$ cat src/rtl/camera_line_follow_pd_steering_unit_assert.svh
// Assertion macros shared by the steering unit RTL.
`ifndef CAMERA_LINE_FOLLOW_PD_STEERING_UNIT_ASSERT_SVH
`define CAMERA_LINE_FOLLOW_PD_STEERING_UNIT_ASSERT_SVH

// Same-cycle implication, sampled on clk, off while arst_n is low.
`define CLPD_ASSERT_IMP(name, pre, post) \
	name: assert property (@(posedge clk) disable iff (!arst_n) (pre) |-> (post)) \
		else $error("clpd: same-cycle check failed");

// Next-cycle implication, sampled on clk, off while arst_n is low.
`define CLPD_ASSERT_NXT(name, pre, post) \
	name: assert property (@(posedge clk) disable iff (!arst_n) (pre) |=> (post)) \
		else $error("clpd: next-cycle check failed");

`endif

$ cat src/rtl/clpd_pkg.sv
// Shared types and constants of the line-follow PD steering unit.
`default_nettype none

package clpd_pkg;

	localparam int ROW_WIDTH_DEF     = 320;
	localparam int COLUMN_HEIGHT_DEF = 240;

	localparam int PIX_W       = 8;
	localparam int POS_W       = 9;
	localparam int ERR_W       = 15;
	localparam int ROWCNT_W    = 9;
	localparam int HALFCNT_W   = 8;
	localparam int DRIVE_W     = 9;
	localparam int HOLD_W      = 18;
	localparam int ACT_W       = 3;
	localparam int CFG_IDX_W   = 3;
	localparam int CFG_DATA_W  = 10;
	localparam int QUEUE_DEPTH = 2;

	// Stream payload widths, padded to whole bytes.
	localparam int S_TDATA_W = 24;
	localparam int M_TDATA_W = 40;

	typedef enum logic [ACT_W-1:0] {
		ACT_STEER    = 3'd0,
		ACT_STRAIGHT = 3'd1,
		ACT_REVERSE  = 3'd2,
		ACT_SPIN     = 3'd3,
		ACT_MODE     = 3'd4
	} action_t;

	typedef struct packed {
		logic [7:0] pixel_threshold;
		logic [9:0] prop_gain_q8;
		logic [9:0] deriv_gain_q8;
		logic [7:0] base_speed;
		logic [7:0] scale_divisor;
		logic [8:0] exit_white_count;
		logic [8:0] min_white_count;
		logic [7:0] cross_count;
	} cfg_t;

	// Summary of one frame, handed from the pixel front to the control back.
	typedef struct packed {
		logic signed [ERR_W-1:0] error_accum;
		logic [ROWCNT_W-1:0]     row_white;
		logic [HALFCNT_W-1:0]    column_white;
		logic [HALFCNT_W-1:0]    upper_half_white;
		logic [1:0]              edge_white_flags;
	} frame_rec_t;

	// Queue handshake toward the back end.
	typedef struct packed {
		logic       valid;
		frame_rec_t rec;
	} rec_req_t;

endpackage

`default_nettype wire

$ cat src/rtl/clpd_front.sv
// Pixel front end: threshold, accumulate frame statistics, emit a frame summary.
`default_nettype none

module clpd_front import clpd_pkg::*; #(
	parameter int ROW_WIDTH     = ROW_WIDTH_DEF,
	parameter int COLUMN_HEIGHT = COLUMN_HEIGHT_DEF
) (
	input  wire logic             clk,
	input  wire logic             arst_n,
	input  wire logic             s_tvalid,
	output logic                  s_tready,
	input  wire logic [PIX_W-1:0] pixel_value,
	input  wire logic [POS_W-1:0] pixel_pos,
	input  wire logic             is_column,
	input  wire logic             end_of_frame,
	input  wire logic [7:0]       pixel_threshold,
	input  wire logic             q_full,
	output rec_req_t              push
);

	localparam int CMP_W = 11;
	localparam int DEL_W = 12;
	localparam int SUM_W = ERR_W + 2;
	localparam logic [CMP_W-1:0] ROW_LIM  = CMP_W'(ROW_WIDTH);
	localparam logic [CMP_W-1:0] COL_LIM  = CMP_W'(COLUMN_HEIGHT);
	localparam logic [CMP_W-1:0] ROW_MID  = CMP_W'(ROW_WIDTH / 2);
	localparam logic [CMP_W-1:0] ROW_LAST = CMP_W'(ROW_WIDTH - 1);
	localparam logic signed [SUM_W-1:0] ERR_HI = SUM_W'(16383);
	localparam logic signed [SUM_W-1:0] ERR_LO = -SUM_W'(16384);

	logic signed [ERR_W-1:0] err_q;
	logic [ROWCNT_W-1:0]     row_q;
	logic [HALFCNT_W-1:0]    col_q;
	logic [HALFCNT_W-1:0]    up_q;
	logic [1:0]              edge_q;

	logic                    accept;
	logic                    white;
	logic [CMP_W-1:0]        pos_ext;
	logic                    row_hit;
	logic                    col_hit;
	logic signed [DEL_W-1:0] delta;
	logic signed [SUM_W-1:0] acc_sum;
	frame_rec_t              nxt;

	assign s_tready = !q_full;
	assign accept   = s_tvalid && s_tready;

	always_comb begin
		white   = pixel_value >= pixel_threshold;
		pos_ext = CMP_W'(pixel_pos);
		row_hit = !is_column && (pos_ext < ROW_LIM);
		col_hit = is_column && (pos_ext < COL_LIM);
		delta   = $signed({3'b000, pixel_pos}) - $signed({1'b0, ROW_MID});
		acc_sum = SUM_W'(err_q) + SUM_W'(delta);

		nxt.error_accum      = err_q;
		nxt.row_white        = row_q;
		nxt.column_white     = col_q;
		nxt.upper_half_white = up_q;
		nxt.edge_white_flags = edge_q;

		if (col_hit && white && !(&col_q)) begin
			nxt.column_white = col_q + 1'b1;
		end
		if (row_hit) begin
			if (pos_ext == '0) begin
				nxt.edge_white_flags[0] = white;
			end
			if (pos_ext == ROW_LAST) begin
				nxt.edge_white_flags[1] = white;
			end
			if (white) begin
				if (!(&row_q)) begin
					nxt.row_white = row_q + 1'b1;
				end
				if ((pos_ext >= ROW_MID) && !(&up_q)) begin
					nxt.upper_half_white = up_q + 1'b1;
				end
				// saturate the error sum to its 15-bit signed range
				if (acc_sum > ERR_HI) begin
					nxt.error_accum = ERR_HI[ERR_W-1:0];
				end else if (acc_sum < ERR_LO) begin
					nxt.error_accum = ERR_LO[ERR_W-1:0];
				end else begin
					nxt.error_accum = acc_sum[ERR_W-1:0];
				end
			end
		end
	end

	assign push.valid = accept && end_of_frame;
	assign push.rec   = nxt;

	always_ff @(posedge clk or negedge arst_n) begin
		if (!arst_n) begin
			err_q  <= '0;
			row_q  <= '0;
			col_q  <= '0;
			up_q   <= '0;
			edge_q <= '0;
		end else if (accept) begin
			edge_q <= nxt.edge_white_flags;
			if (end_of_frame) begin
				err_q <= '0;
				row_q <= '0;
				col_q <= '0;
				up_q  <= '0;
			end else begin
				err_q <= nxt.error_accum;
				row_q <= nxt.row_white;
				col_q <= nxt.column_white;
				up_q  <= nxt.upper_half_white;
			end
		end
	end

endmodule

`default_nettype wire

$ cat src/rtl/clpd_queue.sv
// Short queue of frame summaries between the front and back ends.
`default_nettype none

module clpd_queue import clpd_pkg::*; (
	input  wire logic clk,
	input  wire logic arst_n,
	input  rec_req_t  push,
	output logic      full,
	output rec_req_t  head,
	input  wire logic pop
);

	`include "camera_line_follow_pd_steering_unit_assert.svh"

	localparam int PTR_W = (QUEUE_DEPTH > 1) ? $clog2(QUEUE_DEPTH) : 1;
	localparam int CNT_W = $clog2(QUEUE_DEPTH + 1);
	localparam logic [CNT_W-1:0] CNT_FULL = CNT_W'(QUEUE_DEPTH);
	localparam logic [PTR_W-1:0] PTR_LAST = PTR_W'(QUEUE_DEPTH - 1);

	frame_rec_t       slot_q [QUEUE_DEPTH];
	logic [PTR_W-1:0] wr_q;
	logic [PTR_W-1:0] rd_q;
	logic [CNT_W-1:0] cnt_q;

	assign full       = cnt_q == CNT_FULL;
	assign head.valid = cnt_q != '0;
	assign head.rec   = slot_q[rd_q];

	always_ff @(posedge clk) begin
		if (push.valid) begin
			slot_q[wr_q] <= push.rec;
		end
	end

	always_ff @(posedge clk or negedge arst_n) begin
		if (!arst_n) begin
			wr_q  <= '0;
			rd_q  <= '0;
			cnt_q <= '0;
		end else begin
			if (push.valid) begin
				wr_q <= (wr_q == PTR_LAST) ? '0 : wr_q + 1'b1;
			end
			if (pop) begin
				rd_q <= (rd_q == PTR_LAST) ? '0 : rd_q + 1'b1;
			end
			case ({push.valid, pop})
				2'b10:   cnt_q <= cnt_q + 1'b1;
				2'b01:   cnt_q <= cnt_q - 1'b1;
				default: cnt_q <= cnt_q;
			endcase
		end
	end

	`CLPD_ASSERT_IMP(a_q_no_overflow, push.valid, !full)
	`CLPD_ASSERT_IMP(a_q_no_underflow, pop, head.valid)
	`CLPD_ASSERT_NXT(a_q_fill_step, push.valid && !pop, cnt_q == $past(cnt_q) + 1'b1)

endmodule

`default_nettype wire

$ cat src/rtl/clpd_back.sv
// Control back end: PD law, iterative divide, mode decision and result register.
`default_nettype none

module clpd_back import clpd_pkg::*; (
	input  wire logic                  clk,
	input  wire logic                  arst_n,
	input  cfg_t                       cfg,
	input  rec_req_t                   head,
	output logic                       pop,
	output logic                       m_tvalid,
	input  wire logic                  m_tready,
	output logic signed [DRIVE_W-1:0]  left_drive,
	output logic signed [DRIVE_W-1:0]  right_drive,
	output logic [HOLD_W-1:0]          hold_us,
	output logic                       crossing_mode,
	output action_t                    action
);

	`include "camera_line_follow_pd_steering_unit_assert.svh"

	localparam int PP_W  = ERR_W + 11;
	localparam int DIF_W = ERR_W + 1;
	localparam int DP_W  = DIF_W + 11;
	localparam int PQ_W  = PP_W - 8;
	localparam int DQ_W  = DP_W - 8;
	localparam int SUM_W = DQ_W + 1;
	localparam int MAG_W = SUM_W - 1;
	localparam int CNT_W = $clog2(MAG_W + 1);
	localparam int WIDE_W = SUM_W + 1;

	localparam logic signed [DRIVE_W-1:0] DRV_LOST = -DRIVE_W'(60);
	localparam logic signed [DRIVE_W-1:0] DRV_SPIN = DRIVE_W'(70);
	localparam logic signed [DRIVE_W-1:0] DRV_BACK = -DRIVE_W'(50);
	localparam logic [HOLD_W-1:0] HOLD_LOST = HOLD_W'(200000);
	localparam logic [HOLD_W-1:0] HOLD_SPIN = HOLD_W'(250000);
	localparam logic [HOLD_W-1:0] HOLD_BACK = HOLD_W'(100000);
	localparam logic signed [WIDE_W-1:0] DRV_HI = WIDE_W'(255);
	localparam logic signed [WIDE_W-1:0] DRV_LO = -WIDE_W'(255);

	typedef enum logic [2:0] {
		ST_IDLE,
		ST_MUL,
		ST_SUM,
		ST_DIV,
		ST_DEC
	} state_t;

	state_t                  state_q;
	logic                    mode_q;
	logic signed [ERR_W-1:0] prev_err_q;
	logic [CNT_W-1:0]        div_cnt_q;

	frame_rec_t              rec_q;
	logic signed [PP_W-1:0]  p_prod_q;
	logic signed [DP_W-1:0]  d_prod_q;
	logic                    neg_q;
	logic [MAG_W-1:0]        dvd_q;
	logic [7:0]              rem_q;

	logic signed [DIF_W-1:0]  diff;
	logic signed [PP_W-1:0]   p_mult;
	logic signed [DP_W-1:0]   d_mult;
	logic signed [PP_W-1:0]   p_adj;
	logic signed [DP_W-1:0]   d_adj;
	logic signed [SUM_W-1:0]  pd_sum;
	logic [SUM_W-1:0]         pd_mag;
	logic [7:0]               div_eff;
	logic [8:0]               trial;
	logic                     trial_ge;
	logic signed [SUM_W-1:0]  steer;
	logic signed [WIDE_W-1:0] base_w;
	logic signed [DRIVE_W-1:0] steer_left;
	logic signed [DRIVE_W-1:0] steer_right;
	logic signed [DRIVE_W-1:0] base_drv;
	logic                     load;

	action_t                   act_d;
	logic signed [DRIVE_W-1:0] left_d;
	logic signed [DRIVE_W-1:0] right_d;
	logic [HOLD_W-1:0]         hold_d;
	logic                      mode_d;

	function automatic logic signed [DRIVE_W-1:0] sat_drive(input logic signed [WIDE_W-1:0] v);
		logic signed [DRIVE_W-1:0] r;
		if (v > DRV_HI) begin
			r = DRV_HI[DRIVE_W-1:0];
		end else if (v < DRV_LO) begin
			r = DRV_LO[DRIVE_W-1:0];
		end else begin
			r = v[DRIVE_W-1:0];
		end
		return r;
	endfunction

	assign pop  = (state_q == ST_IDLE) && head.valid;
	assign load = (state_q == ST_DEC) && (!m_tvalid || m_tready);

	always_comb begin
		diff   = DIF_W'(rec_q.error_accum) - DIF_W'(prev_err_q);
		p_mult = PP_W'(rec_q.error_accum) * PP_W'($signed({1'b0, cfg.prop_gain_q8}));
		d_mult = DP_W'(diff) * DP_W'($signed({1'b0, cfg.deriv_gain_q8}));

		// divide by 256 toward zero: bias negatives before the shift
		p_adj  = p_prod_q + (p_prod_q[PP_W-1] ? PP_W'(255) : PP_W'(0));
		d_adj  = d_prod_q + (d_prod_q[DP_W-1] ? DP_W'(255) : DP_W'(0));
		pd_sum = SUM_W'($signed(p_adj[PP_W-1:8])) + SUM_W'($signed(d_adj[DP_W-1:8]));
		pd_mag = pd_sum[SUM_W-1] ? SUM_W'(-pd_sum) : SUM_W'(pd_sum);

		div_eff  = (cfg.scale_divisor == '0) ? 8'd1 : cfg.scale_divisor;
		trial    = {rem_q, dvd_q[MAG_W-1]};
		trial_ge = trial >= {1'b0, div_eff};

		steer       = neg_q ? -$signed({1'b0, dvd_q}) : $signed({1'b0, dvd_q});
		base_w      = $signed(WIDE_W'(cfg.base_speed));
		steer_left  = sat_drive(base_w - WIDE_W'(steer));
		steer_right = sat_drive(base_w + WIDE_W'(steer));
		base_drv    = $signed(DRIVE_W'(cfg.base_speed));

		act_d   = ACT_STEER;
		left_d  = '0;
		right_d = '0;
		hold_d  = '0;
		mode_d  = mode_q;
		if (!mode_q) begin
			if (rec_q.row_white > cfg.exit_white_count) begin
				mode_d = 1'b1;
				act_d  = ACT_MODE;
			end else if (rec_q.row_white > cfg.min_white_count) begin
				left_d  = steer_left;
				right_d = steer_right;
			end else begin
				act_d   = ACT_REVERSE;
				left_d  = DRV_LOST;
				right_d = DRV_LOST;
				hold_d  = HOLD_LOST;
			end
		end else begin
			if (rec_q.column_white > cfg.cross_count) begin
				if (rec_q.edge_white_flags == '0) begin
					left_d  = steer_left;
					right_d = steer_right;
				end else begin
					act_d   = ACT_STRAIGHT;
					left_d  = base_drv;
					right_d = base_drv;
				end
			end else if (rec_q.column_white != '0) begin
				act_d  = ACT_SPIN;
				hold_d = HOLD_SPIN;
				if (rec_q.upper_half_white >= cfg.cross_count) begin
					left_d  = -DRV_SPIN;
					right_d = DRV_SPIN;
				end else begin
					left_d  = DRV_SPIN;
					right_d = -DRV_SPIN;
				end
			end else begin
				act_d   = ACT_REVERSE;
				left_d  = DRV_BACK;
				right_d = DRV_BACK;
				hold_d  = HOLD_BACK;
			end
		end
	end

	// datapath registers
	always_ff @(posedge clk) begin
		if (pop) begin
			rec_q <= head.rec;
		end
		if (state_q == ST_MUL) begin
			p_prod_q <= p_mult;
			d_prod_q <= d_mult;
		end
		if (state_q == ST_SUM) begin
			neg_q <= pd_sum[SUM_W-1];
			dvd_q <= pd_mag[MAG_W-1:0];
			rem_q <= '0;
		end
		if (state_q == ST_DIV) begin
			rem_q <= trial_ge ? 8'(trial - {1'b0, div_eff}) : trial[7:0];
			dvd_q <= {dvd_q[MAG_W-2:0], trial_ge};
		end
	end

	always_ff @(posedge clk or negedge arst_n) begin
		if (!arst_n) begin
			state_q       <= ST_IDLE;
			mode_q        <= 1'b0;
			prev_err_q    <= '0;
			div_cnt_q     <= '0;
			m_tvalid      <= 1'b0;
			action        <= ACT_STEER;
			left_drive    <= '0;
			right_drive   <= '0;
			hold_us       <= '0;
			crossing_mode <= 1'b0;
		end else begin
			// drop the result once taken, unless a new one loads this cycle
			if (m_tready && !load) begin
				m_tvalid <= 1'b0;
			end
			unique case (state_q)
				ST_IDLE: begin
					if (head.valid) begin
						state_q <= ST_MUL;
					end
				end
				ST_MUL: begin
					state_q <= ST_SUM;
				end
				ST_SUM: begin
					div_cnt_q <= CNT_W'(MAG_W);
					state_q   <= ST_DIV;
				end
				ST_DIV: begin
					div_cnt_q <= div_cnt_q - 1'b1;
					if (div_cnt_q == CNT_W'(1)) begin
						state_q <= ST_DEC;
					end
				end
				ST_DEC: begin
					if (load) begin
						m_tvalid      <= 1'b1;
						action        <= act_d;
						left_drive    <= left_d;
						right_drive   <= right_d;
						hold_us       <= hold_d;
						crossing_mode <= mode_d;
						mode_q        <= mode_d;
						prev_err_q    <= rec_q.error_accum;
						state_q       <= ST_IDLE;
					end
				end
				default: begin
					state_q <= ST_IDLE;
				end
			endcase
		end
	end

	`CLPD_ASSERT_NXT(a_mode_entry, load && (act_d == ACT_MODE), mode_q && crossing_mode)
	`CLPD_ASSERT_IMP(a_drive_range, m_tvalid, (left_drive != -DRIVE_W'(256)) && (right_drive != -DRIVE_W'(256)))
	`CLPD_ASSERT_IMP(a_div_count, state_q == ST_DIV, div_cnt_q != '0)
	`CLPD_ASSERT_IMP(a_pop_idle, pop, state_q == ST_IDLE)

endmodule

`default_nettype wire

$ cat src/rtl/camera_line_follow_pd_steering_unit.sv
// Top level of the camera line-follow PD steering unit.
`default_nettype none

// Camera line-follow steering unit. Pixels of one image row (tuser low) and,
// in crossing mode, of the centre column (tuser high) stream in on the slave
// side at one pixel per clock while tready is high; tlast marks the last
// pixel of a frame. Each pixel is compared against the white threshold and
// folded into the frame statistics in the cycle it is accepted. On the last
// pixel a frame summary is pushed into a two-entry queue and the counts and
// error sum clear (edge flags carry over), so the next frame can follow
// straight on while the queue has room. The back end pops a summary, runs
// the Q8 PD law (multiply state for both products, then sum state), divides
// by the scale register with a restoring divider that resolves one quotient
// bit per cycle, decides the drive and loads the result register.
// The pixel stream only stalls (tready low) when two frame summaries are
// already waiting, which needs frames shorter than the back end latency or
// a result side that holds off.
// One result is given per frame on the master side: tuser carries the
// action, tdata the drives, hold time and mode after the frame. Write the
// configuration registers only while no frame is in flight.
module camera_line_follow_pd_steering_unit import clpd_pkg::*; #(
	parameter int ROW_WIDTH     = ROW_WIDTH_DEF,
	parameter int COLUMN_HEIGHT = COLUMN_HEIGHT_DEF
) (
	input  wire logic                  clk,
	input  wire logic                  arst_n,
	// pixel stream
	input  wire logic                  s_tvalid,
	output logic                       s_tready,
	input  wire logic [S_TDATA_W-1:0]  s_tdata,  // pixel_value[7:0], pixel_pos[16:8], zero pad
	input  wire logic                  s_tuser,  // is_column
	input  wire logic                  s_tlast,  // end_of_frame
	// result stream
	output logic                       m_tvalid,
	input  wire logic                  m_tready,
	output logic [M_TDATA_W-1:0]       m_tdata,  // left_drive[8:0], right_drive[17:9],
	                                             // hold_us[35:18], crossing_mode[36], zero pad
	output logic [ACT_W-1:0]           m_tuser,  // action
	// configuration writes
	input  wire logic                  cfg_we,
	input  wire logic [CFG_IDX_W-1:0]  cfg_index,
	input  wire logic [CFG_DATA_W-1:0] cfg_data
);

	// Register index map.
	localparam logic [CFG_IDX_W-1:0] REG_THRESHOLD  = 3'd0;
	localparam logic [CFG_IDX_W-1:0] REG_PROP_GAIN  = 3'd1;
	localparam logic [CFG_IDX_W-1:0] REG_DERIV_GAIN = 3'd2;
	localparam logic [CFG_IDX_W-1:0] REG_BASE_SPEED = 3'd3;
	localparam logic [CFG_IDX_W-1:0] REG_SCALE_DIV  = 3'd4;
	localparam logic [CFG_IDX_W-1:0] REG_EXIT_WHITE = 3'd5;
	localparam logic [CFG_IDX_W-1:0] REG_MIN_WHITE  = 3'd6;
	localparam logic [CFG_IDX_W-1:0] REG_CROSS      = 3'd7;

	cfg_t     cfg_q;
	rec_req_t push;
	rec_req_t head;
	logic     q_full;
	logic     pop;

	logic signed [DRIVE_W-1:0] left_drive;
	logic signed [DRIVE_W-1:0] right_drive;
	logic [HOLD_W-1:0]         hold_us;
	logic                      crossing_mode;
	action_t                   action;

	// Hold the configuration; mask each write to the register width.
	always_ff @(posedge clk or negedge arst_n) begin
		if (!arst_n) begin
			cfg_q.pixel_threshold  <= 8'd100;
			cfg_q.prop_gain_q8     <= 10'd51;
			cfg_q.deriv_gain_q8    <= 10'd51;
			cfg_q.base_speed       <= 8'd60;
			cfg_q.scale_divisor    <= 8'd40;
			cfg_q.exit_white_count <= 9'd250;
			cfg_q.min_white_count  <= 9'd5;
			cfg_q.cross_count      <= 8'd40;
		end else if (cfg_we) begin
			unique case (cfg_index)
				REG_THRESHOLD:  cfg_q.pixel_threshold  <= cfg_data[7:0];
				REG_PROP_GAIN:  cfg_q.prop_gain_q8     <= cfg_data;
				REG_DERIV_GAIN: cfg_q.deriv_gain_q8    <= cfg_data;
				REG_BASE_SPEED: cfg_q.base_speed       <= cfg_data[7:0];
				REG_SCALE_DIV:  cfg_q.scale_divisor    <= cfg_data[7:0];
				REG_EXIT_WHITE: cfg_q.exit_white_count <= cfg_data[8:0];
				REG_MIN_WHITE:  cfg_q.min_white_count  <= cfg_data[8:0];
				REG_CROSS:      cfg_q.cross_count      <= cfg_data[7:0];
				default:        cfg_q                  <= cfg_q;
			endcase
		end
	end

	// Front: accept pixel requests, push one summary per frame.
	clpd_front #(
		.ROW_WIDTH    (ROW_WIDTH),
		.COLUMN_HEIGHT(COLUMN_HEIGHT)
	) u_front (
		.clk            (clk),
		.arst_n         (arst_n),
		.s_tvalid       (s_tvalid),
		.s_tready       (s_tready),
		.pixel_value    (s_tdata[7:0]),
		.pixel_pos      (s_tdata[16:8]),
		.is_column      (s_tuser),
		.end_of_frame   (s_tlast),
		.pixel_threshold(cfg_q.pixel_threshold),
		.q_full         (q_full),
		.push           (push)
	);

	// Queue: decouple the pixel stream from the per-frame arithmetic.
	clpd_queue u_queue (
		.clk   (clk),
		.arst_n(arst_n),
		.push  (push),
		.full  (q_full),
		.head  (head),
		.pop   (pop)
	);

	// Back: PD law, divide, decide, register the result request.
	clpd_back u_back (
		.clk          (clk),
		.arst_n       (arst_n),
		.cfg          (cfg_q),
		.head         (head),
		.pop          (pop),
		.m_tvalid     (m_tvalid),
		.m_tready     (m_tready),
		.left_drive   (left_drive),
		.right_drive  (right_drive),
		.hold_us      (hold_us),
		.crossing_mode(crossing_mode),
		.action       (action)
	);

	assign m_tdata = {3'b000, crossing_mode, hold_us, right_drive, left_drive};
	assign m_tuser = action;

endmodule

`default_nettype wire

$ cat config.mk
export PLATFORM = sky130hd
export DESIGN_NAME = camera_line_follow_pd_steering_unit
export DESIGN_NICKNAME = d
export VERILOG_FILES = /design/src/rtl/clpd_pkg.sv /design/src/rtl/clpd_front.sv /design/src/rtl/clpd_queue.sv /design/src/rtl/clpd_back.sv /design/src/rtl/camera_line_follow_pd_steering_unit.sv
export VERILOG_INCLUDE_DIRS = /design/src /design/src/rtl
export SDC_FILE = /design/constraint.sdc
export NUM_CORES = 2
export LEC_CHECK = 0
export ABC_CLOCK_PERIOD_IN_PS = 8500
export BUFFER_PORTS_ARGS = -buffer_cell sky130_fd_sc_hd__buf_2
export CAP_MARGIN = 5
export CORE_ASPECT_RATIO = 1.1
export CORE_MARGIN = 2
export CORE_UTILIZATION = 60
export CTS_BUF_LIST = sky130_fd_sc_hd__clkbuf_2 sky130_fd_sc_hd__clkbuf_4 sky130_fd_sc_hd__clkbuf_8
export DETAILED_ROUTE_END_ITERATION = 12
export PLACE_DENSITY = 0.87
export SLEW_MARGIN = 20
export SYNTH_ARGS = -nofsm -noshare
export SYNTH_HDL_FRONTEND = slang
export SYNTH_SLANG_ARGS = --single-unit
$ cat constraint.sdc
create_clock -name clk -period 8.5 [get_ports clk]
set_input_delay 1.7 -clock clk [delete_from_list [all_inputs] [get_ports clk]]
set_output_delay 1.7 -clock clk [all_outputs]
set_load 0.005 [all_outputs]
# After elaboration in Yosys (flattened, before gate mapping)
# Memories as Yosys holds them, arrays and structs flattened. A register that Yosys moved wholly into a read port is not among the register bits.
# Cells that the tools add are included.
[word_totals]
reg_bits = 261
latch_bits = 0
ramBits = 84
mem_bits_ro = 0
in_bits = 44
output_inout_bits = 45
wordCells = 194
mem_count = 1
[memory_table]
columns = ["memory", "words", "width", "read_ports", "rd_ports_with_merged_regs", "write_ports", "line", "text"]
rows = [
  ["u_queue.slot_q", 2, 42, 1, 1, 1, "clpd_queue.sv:20", "frame_rec_t slot_q [QUEUE_DEPTH];"],
]
[classes]
n_addsub = 19
multipliers = 2
div = 0
n_lt_le_gt_ge = 15
eq_ne = 19
n_shift = 0
muxes = 69
bitwise_logic = 0
n_reduce_logical = 39
[ops]
columns = ["op", "count"]
rows = [
  ["two-way mux 9 bit", 20],
  ["two-way mux 18 bit", 5],
  ["two-way mux 8 bit", 11],
  ["two-way mux 19 bit", 3],
  ["two-way mux 24 bit", 2],
  ["two-way mux 15 bit", 3],
  ["> comparator 21 x 9 -> 1 bit, second input constant", 2],
  ["< comparator 21 x 9 -> 1 bit, second input constant", 2],
  ["adder 27 x 9 -> 27 bit", 1],
  ["multiplier 16 x 11 -> 27 bit", 1],
  ["adder 26 x 9 -> 26 bit", 1],
  ["multiplier 15 x 11 -> 26 bit", 1],
  ["adder 9 x 20 -> 21 bit", 1],
  ["subtractor 9 x 20 -> 21 bit", 1],
  ["adder 18 x 19 -> 20 bit", 1],
  ["two-way mux 20 bit", 1],
  ["negator 19 -> 20 bit", 1],
  ["negator 19 bit", 1],
  ["> comparator 9 bit", 2],
  ["two-way mux 3 bit", 6],
  ["AND reduction 2 bit", 9],
  ["> comparator 17 x 15 -> 1 bit, second input constant", 1],
  ["< comparator 17 x 15 -> 1 bit, second input constant", 1],
  ["adder 15 x 10 -> 16 bit", 1],
  ["other kinds (42)", 85],
]

# Longest topological paths before layout
[depth]
ltp_word = 9
depth_mapped = 34
depth_no_buf = 34

# By module
# A second synthesis with hierarchy kept.
[unflattened]
cells_unflattened = 3441
area_unflattened_um2 = 34540.6
[modules_own_cells]
columns = ["module", "instances", "cells_each", "area_per_inst_um2", "seq_area_each_um2"]
rows = [
  ["clpd_back", 1, 2690, 24488.5, 4994.8],
  ["clpd_front", 1, 444, 3882.5, 1051.0],
  ["clpd_queue", 1, 147, 3419.5, 2622.5],
  ["camera_line_follow_pd_steering_unit", 1, 160, 2750.1, 1785.5],
]

# Least setup slack after synthesis
# No wires, ideal clock.
[synth_path]
path_type = "register -> register"
startpoint = "reg, netlist name u_back.rec_q[28]"
endpoint = "reg u_back.d_prod_q[23] (data pin)"
setup_time_ps = 258
arrival_time_ps = 7105
t_required_ps = 8242
slack_ps = 1137
path_stages_with_launch = 30
path_buffers = 1
synth_period_minus_slack_ps = 7363
path_cell_list = "edfxtp_1 -> clkbuf_1 -> inv_1 -> fa_1 -> nor2b_1 -> o21ai_0 -> a21boi_0 -> o21ai_0 -> a21boi_0 -> o21ai_0 -> nand2b_1 -> xor2_1 -> nand2_1 -> fa_1 -> fa_1 -> inv_1 -> fa_1 -> fa_1 -> inv_1 -> fa_1 -> inv_1 -> ha_1 -> or4_1 -> o211a_1 -> o31ai_1 -> a211oi_1 -> and3_1 -> a21oi_1 -> nor2b_1 -> xnor2_1"
[synth_between]
elab_chain_len = 2
[synth_lines]
columns = ["item", "line", "text"]
rows = [
  ["subtractor 15 x 15 -> 16 bit", "clpd_back.sv:99", "diff = DIF_W'(rec_q.error_accum) - DIF_W'(prev_err_q);"],
  ["multiplier 16 x 11 -> 27 bit", "clpd_back.sv:101", "d_mult = DP_W'(diff) * DP_W'($signed({1'b0, cfg.deriv_gain_q8}));"],
  ["net u_back.d_mult[23]", "clpd_back.sv:62", "logic signed [DP_W-1:0] d_mult;"],
  ["to (signal assigned)", "clpd_back.sv:173", "d_prod_q <= d_mult;"],
  ["to (decl)", "clpd_back.sv:55", "logic signed [DP_W-1:0] d_prod_q;"],
]
# The timed path passes the listed nets, and every way through them passes these cells.
# A chain may end at the register's enable or synchronous reset.

# Final worst setup path
[layout_path]
startpoint = "reg, netlist name u_back.rec_q[28]"
endpoint = "reg u_back.d_prod_q[26] (data pin)"
[layout_between]
elab_chain_len = 2
[layout_lines]
columns = ["item", "line"]
rows = [
  ["subtractor 15 x 15 -> 16 bit", "clpd_back.sv:99"],
  ["multiplier 16 x 11 -> 27 bit", "clpd_back.sv:101"],
  ["net u_back.d_mult[26]", "clpd_back.sv:62"],
]
# The timed path passes the listed nets, and every way through them passes these cells.

==> reports/metrics.cfg <==
[cells_and_area]
most-common-layout-cells = inv_1 (465), nand2_1 (339), fa_1 (288)
final_common_cell = inv_1
drive_above_1_share = 0.1162
post-route-util = 0.6531
fin_nets = 4127
syn2layout_area_growth_pct = 7.197

[timing]
hold_violations = 0
min_period_ns = 7.852
timing.final.ws_setup_ns = 0.6480
grt_setup_unrepaired = false
finalMaxSlewViolations = 0
max_slew.worst_pin.slew_ns = 1.091
finalCritPeriodShare = 0.9238
fin_tns_setup_ns = 0
finClkSkew_ns = 0.05102
fmax_mhz = 127.4
finalSetupViolCount = 0
max_slew_margin = 0.2727

[cts]
hold_buffers = 0
clkLatencyLatePin_ns = 0.65
cts_buffers = 66
post_cts_buffers = 0
cts_repair_resize_count = 0
numClockSinks = 375
clockRootBuffer = clkbuf_8
cts_max_path_buffers = 3
clk_pin_slew_worst_paths_ns = 0.06
tritoncts = yes
htreeDepth = 3

[floorplan]
rows = 91
core_area_sq_um = 56250
die_height_um = 254.6
ioPinCount = 89
start_util = 0.6092
die_w_um = 231.9
dieArea_sq_um = 59040

[critical_path]
crit_path_frequent_cell = fa_1
crit_slowest_cell = fa_1
arrival_ns = 8.23
max_stage_delay_ns = 0.56
r2r_setup_slack_ns = 0.65
reg2regPathDepth = 29
required_ns = 8.88
crit_family = adder cells
worstSetupStartpoint = u_back.rec_q[28]$_DFFE_PP_
r2r_start = u_back.rec_q[28]$_DFFE_PP_
cp_max_fo = 10
rr_endpoint = u_back.d_prod_q[26]$_DFFE_PP_
crit_path_start_kind = flip-flop
cp-end-kind = flip-flop
crit_cells = 29
path_buf_inv = 3
crit_type = reg2reg
crit_path_end = u_back.d_prod_q[26]$_DFFE_PP_

[global_route]
grt_use_total = 0.2806
grt_max_degree = 61
grt-ovfl-total = 0
grt_pass1_vias = 27040
antenna_found_initial = 0
grt_pass1_wl_mm = 134.1

[drt]
ant_nets = 0
remaining_drc_errors = 0
viasPerCell = 5.978
drt-total-wl_mm = 80.23
drt_iter0_markers = 1920
wl_per_cell_um = 18.51
vias = 25910
firstDrtPassIters = 6

[synth]
synth_cell_types = 93
synth_top_family_by_area = adder cells
netlist_instances = 3491
synth-xor-area-share = 0.04823
synth-warning-count = 0
yosysSeqAreaShare = 0.3051
synth_edf_count = 207
netlist_area_sq_um = 34270
synth-compound-area-share = 0.1092
ys.flop_type = edfxtp_1
synth_async_sr_flop_share = 0.4480
synth.area.mux_share = 0.04637
yosys.area_share.adder = 0.2632
synth-seq-cells = 375
synth-simple-area-share = 0.1599
synth.avg_cell_area_sq_um = 9.816

[status]
status = completed

[place]
pre_cts_ws_ns = 0.6258
io_buffers = 73
gp_congestion = 0.8982
hpwl_mm = 58.68

[run]
drv_cap = 0

[hold_path]
min-delay-path-class = reg2reg

==> per-stage QoR <==
step / area [sq um] / instances / hold WS, ns
6_report: 36730 / 4334 / 0.4773
5_1_grt: 36730 / 4333 / 0.5211
4_1_cts: 36730 / 4333 / 0.4763
3_5_place_dp: 35280 / 4211 / 0.4596
3_3_place_gp: 35250 / 4210 / 0.4514
2_1_floorplan: 34290 / 3498 / 0.4401
==> cell usage after synthesis, drive strengths merged, types with 18 or more instances <==
master	instances	area share
a211oi	18	0.0041
edfxtp	207	0.18
and2	171	0.031
o21ai	156	0.023
a21o	50	0.011
nand4	40	0.0073
xnor2	131	0.033
inv	465	0.051
mux2i	26	0.0076
dfstp	27	0.021
nor2	175	0.019
nand2b	36	0.0066
and3	41	0.0075
a21oi	110	0.016
a31oi	24	0.0044
nor3	64	0.0095
nand3	69	0.010
clkbuf	107	0.012
xor2	56	0.015
o21a	27	0.0059
nand2	339	0.037
ha	260	0.095
fa	288	0.17
dfrtp	141	0.10
mux2	118	0.039
nor2b	50	0.0091
buf	26	0.0053
==> cell type report <==
cell class | instances | area (sq um)
Antenna cell | 1 | 2.502
Clock buffer | 100 | 1220
Clock inverter | 22 | 229.0
Fill cell | 4064 | 19510
Inverter | 465 | 1745
Multi-Input combinational cell | 2525 | 21540
Sequential cell | 375 | 10450
Tap cell | 744 | 930.9
Timing Repair Buffer | 102 | 609.3
==> sequential cells by signal, summed over array words and instances, names as in the netlist, 2 cells and up <==
| signal | cells |
|---|---|
| cfg_q | 70 |
| u_back.action | 2 |
| u_back.d_prod_q | 27 |
| u_back.div_cnt_q | 5 |
| u_back.dvd_q | 19 |
| u_back.hold_us | 7 |
| u_back.left_drive | 9 |
| u_back.p_prod_q | 26 |
| u_back.prev_err_q | 15 |
| u_back.rec_q | 42 |
| u_back.rem_q | 8 |
| u_back.right_drive | 9 |
| u_back.state_q | 3 |
| u_front.col_q | 8 |
| u_front.edge_q | 2 |
| u_front.err_q | 15 |
| u_front.row_q | 9 |
| u_front.up_q | 8 |
| u_queue.cnt_q | 2 |
| u_queue.slot_q | 84 |
==> worst register-to-register path, delay by kind of cell (launching register included) <==
family / cells / cell delay (ns)
flip-flops: 1 / 0.49
AO/OA/AOI/OAI: 12 / 2.52
adder cells (fa/ha/maj): 7 / 3.33
buffers and inverters: 3 / 0.16
XOR/XNOR: 1 / 0.09
AND/OR/NAND/NOR: 6 / 1.03
==> per-layer routing <==
layer	vias up	GRT usage	wire length, um
met5	-	0	0
met4	0	0.1073	2772
met3	235	0.03913	5037
met2	1001	0.5037	41110
met1	12740	0.3424	31300
li1	11930	-	-
==> worst min-delay path by stage <==
stage                                        startpoint                             to  slack [ns]  depth (start not counted)
after floorplan           u_front.edge_q[0]$_DFFE_PN0P_  u_front.edge_q[0]$_DFFE_PN0P_        0.44                          2
after global placement    u_front.edge_q[1]$_DFFE_PN0P_  u_front.edge_q[1]$_DFFE_PN0P_        0.45                          2
after detailed placement  u_front.edge_q[0]$_DFFE_PN0P_  u_front.edge_q[0]$_DFFE_PN0P_        0.46                          2
after CTS                 u_front.edge_q[1]$_DFFE_PN0P_  u_front.edge_q[1]$_DFFE_PN0P_        0.48                          2
after global routing      u_front.edge_q[1]$_DFFE_PN0P_  u_front.edge_q[1]$_DFFE_PN0P_        0.52                          2
final                     u_front.edge_q[0]$_DFFE_PN0P_  u_front.edge_q[0]$_DFFE_PN0P_        0.48                          2
==> cell families (layout without fill, tap and decap cells) <==
| logic type | Yosys count | after routing |
|---|---|---|
| xor+xnor | 187 | 187 |
| mux | 144 | 144 |
| fa+ha+maj | 548 | 548 |
| other cells | 1 | 9 |
| buf+inv | 598 | 689 |
| compound gates | 555 | 555 |
| simple gates | 1083 | 1083 |
| flops | 375 | 375 |
Power is left out: the tool's default activity adds up to more than one toggle a clock period on the data nets, which glitch-free logic cannot reach.
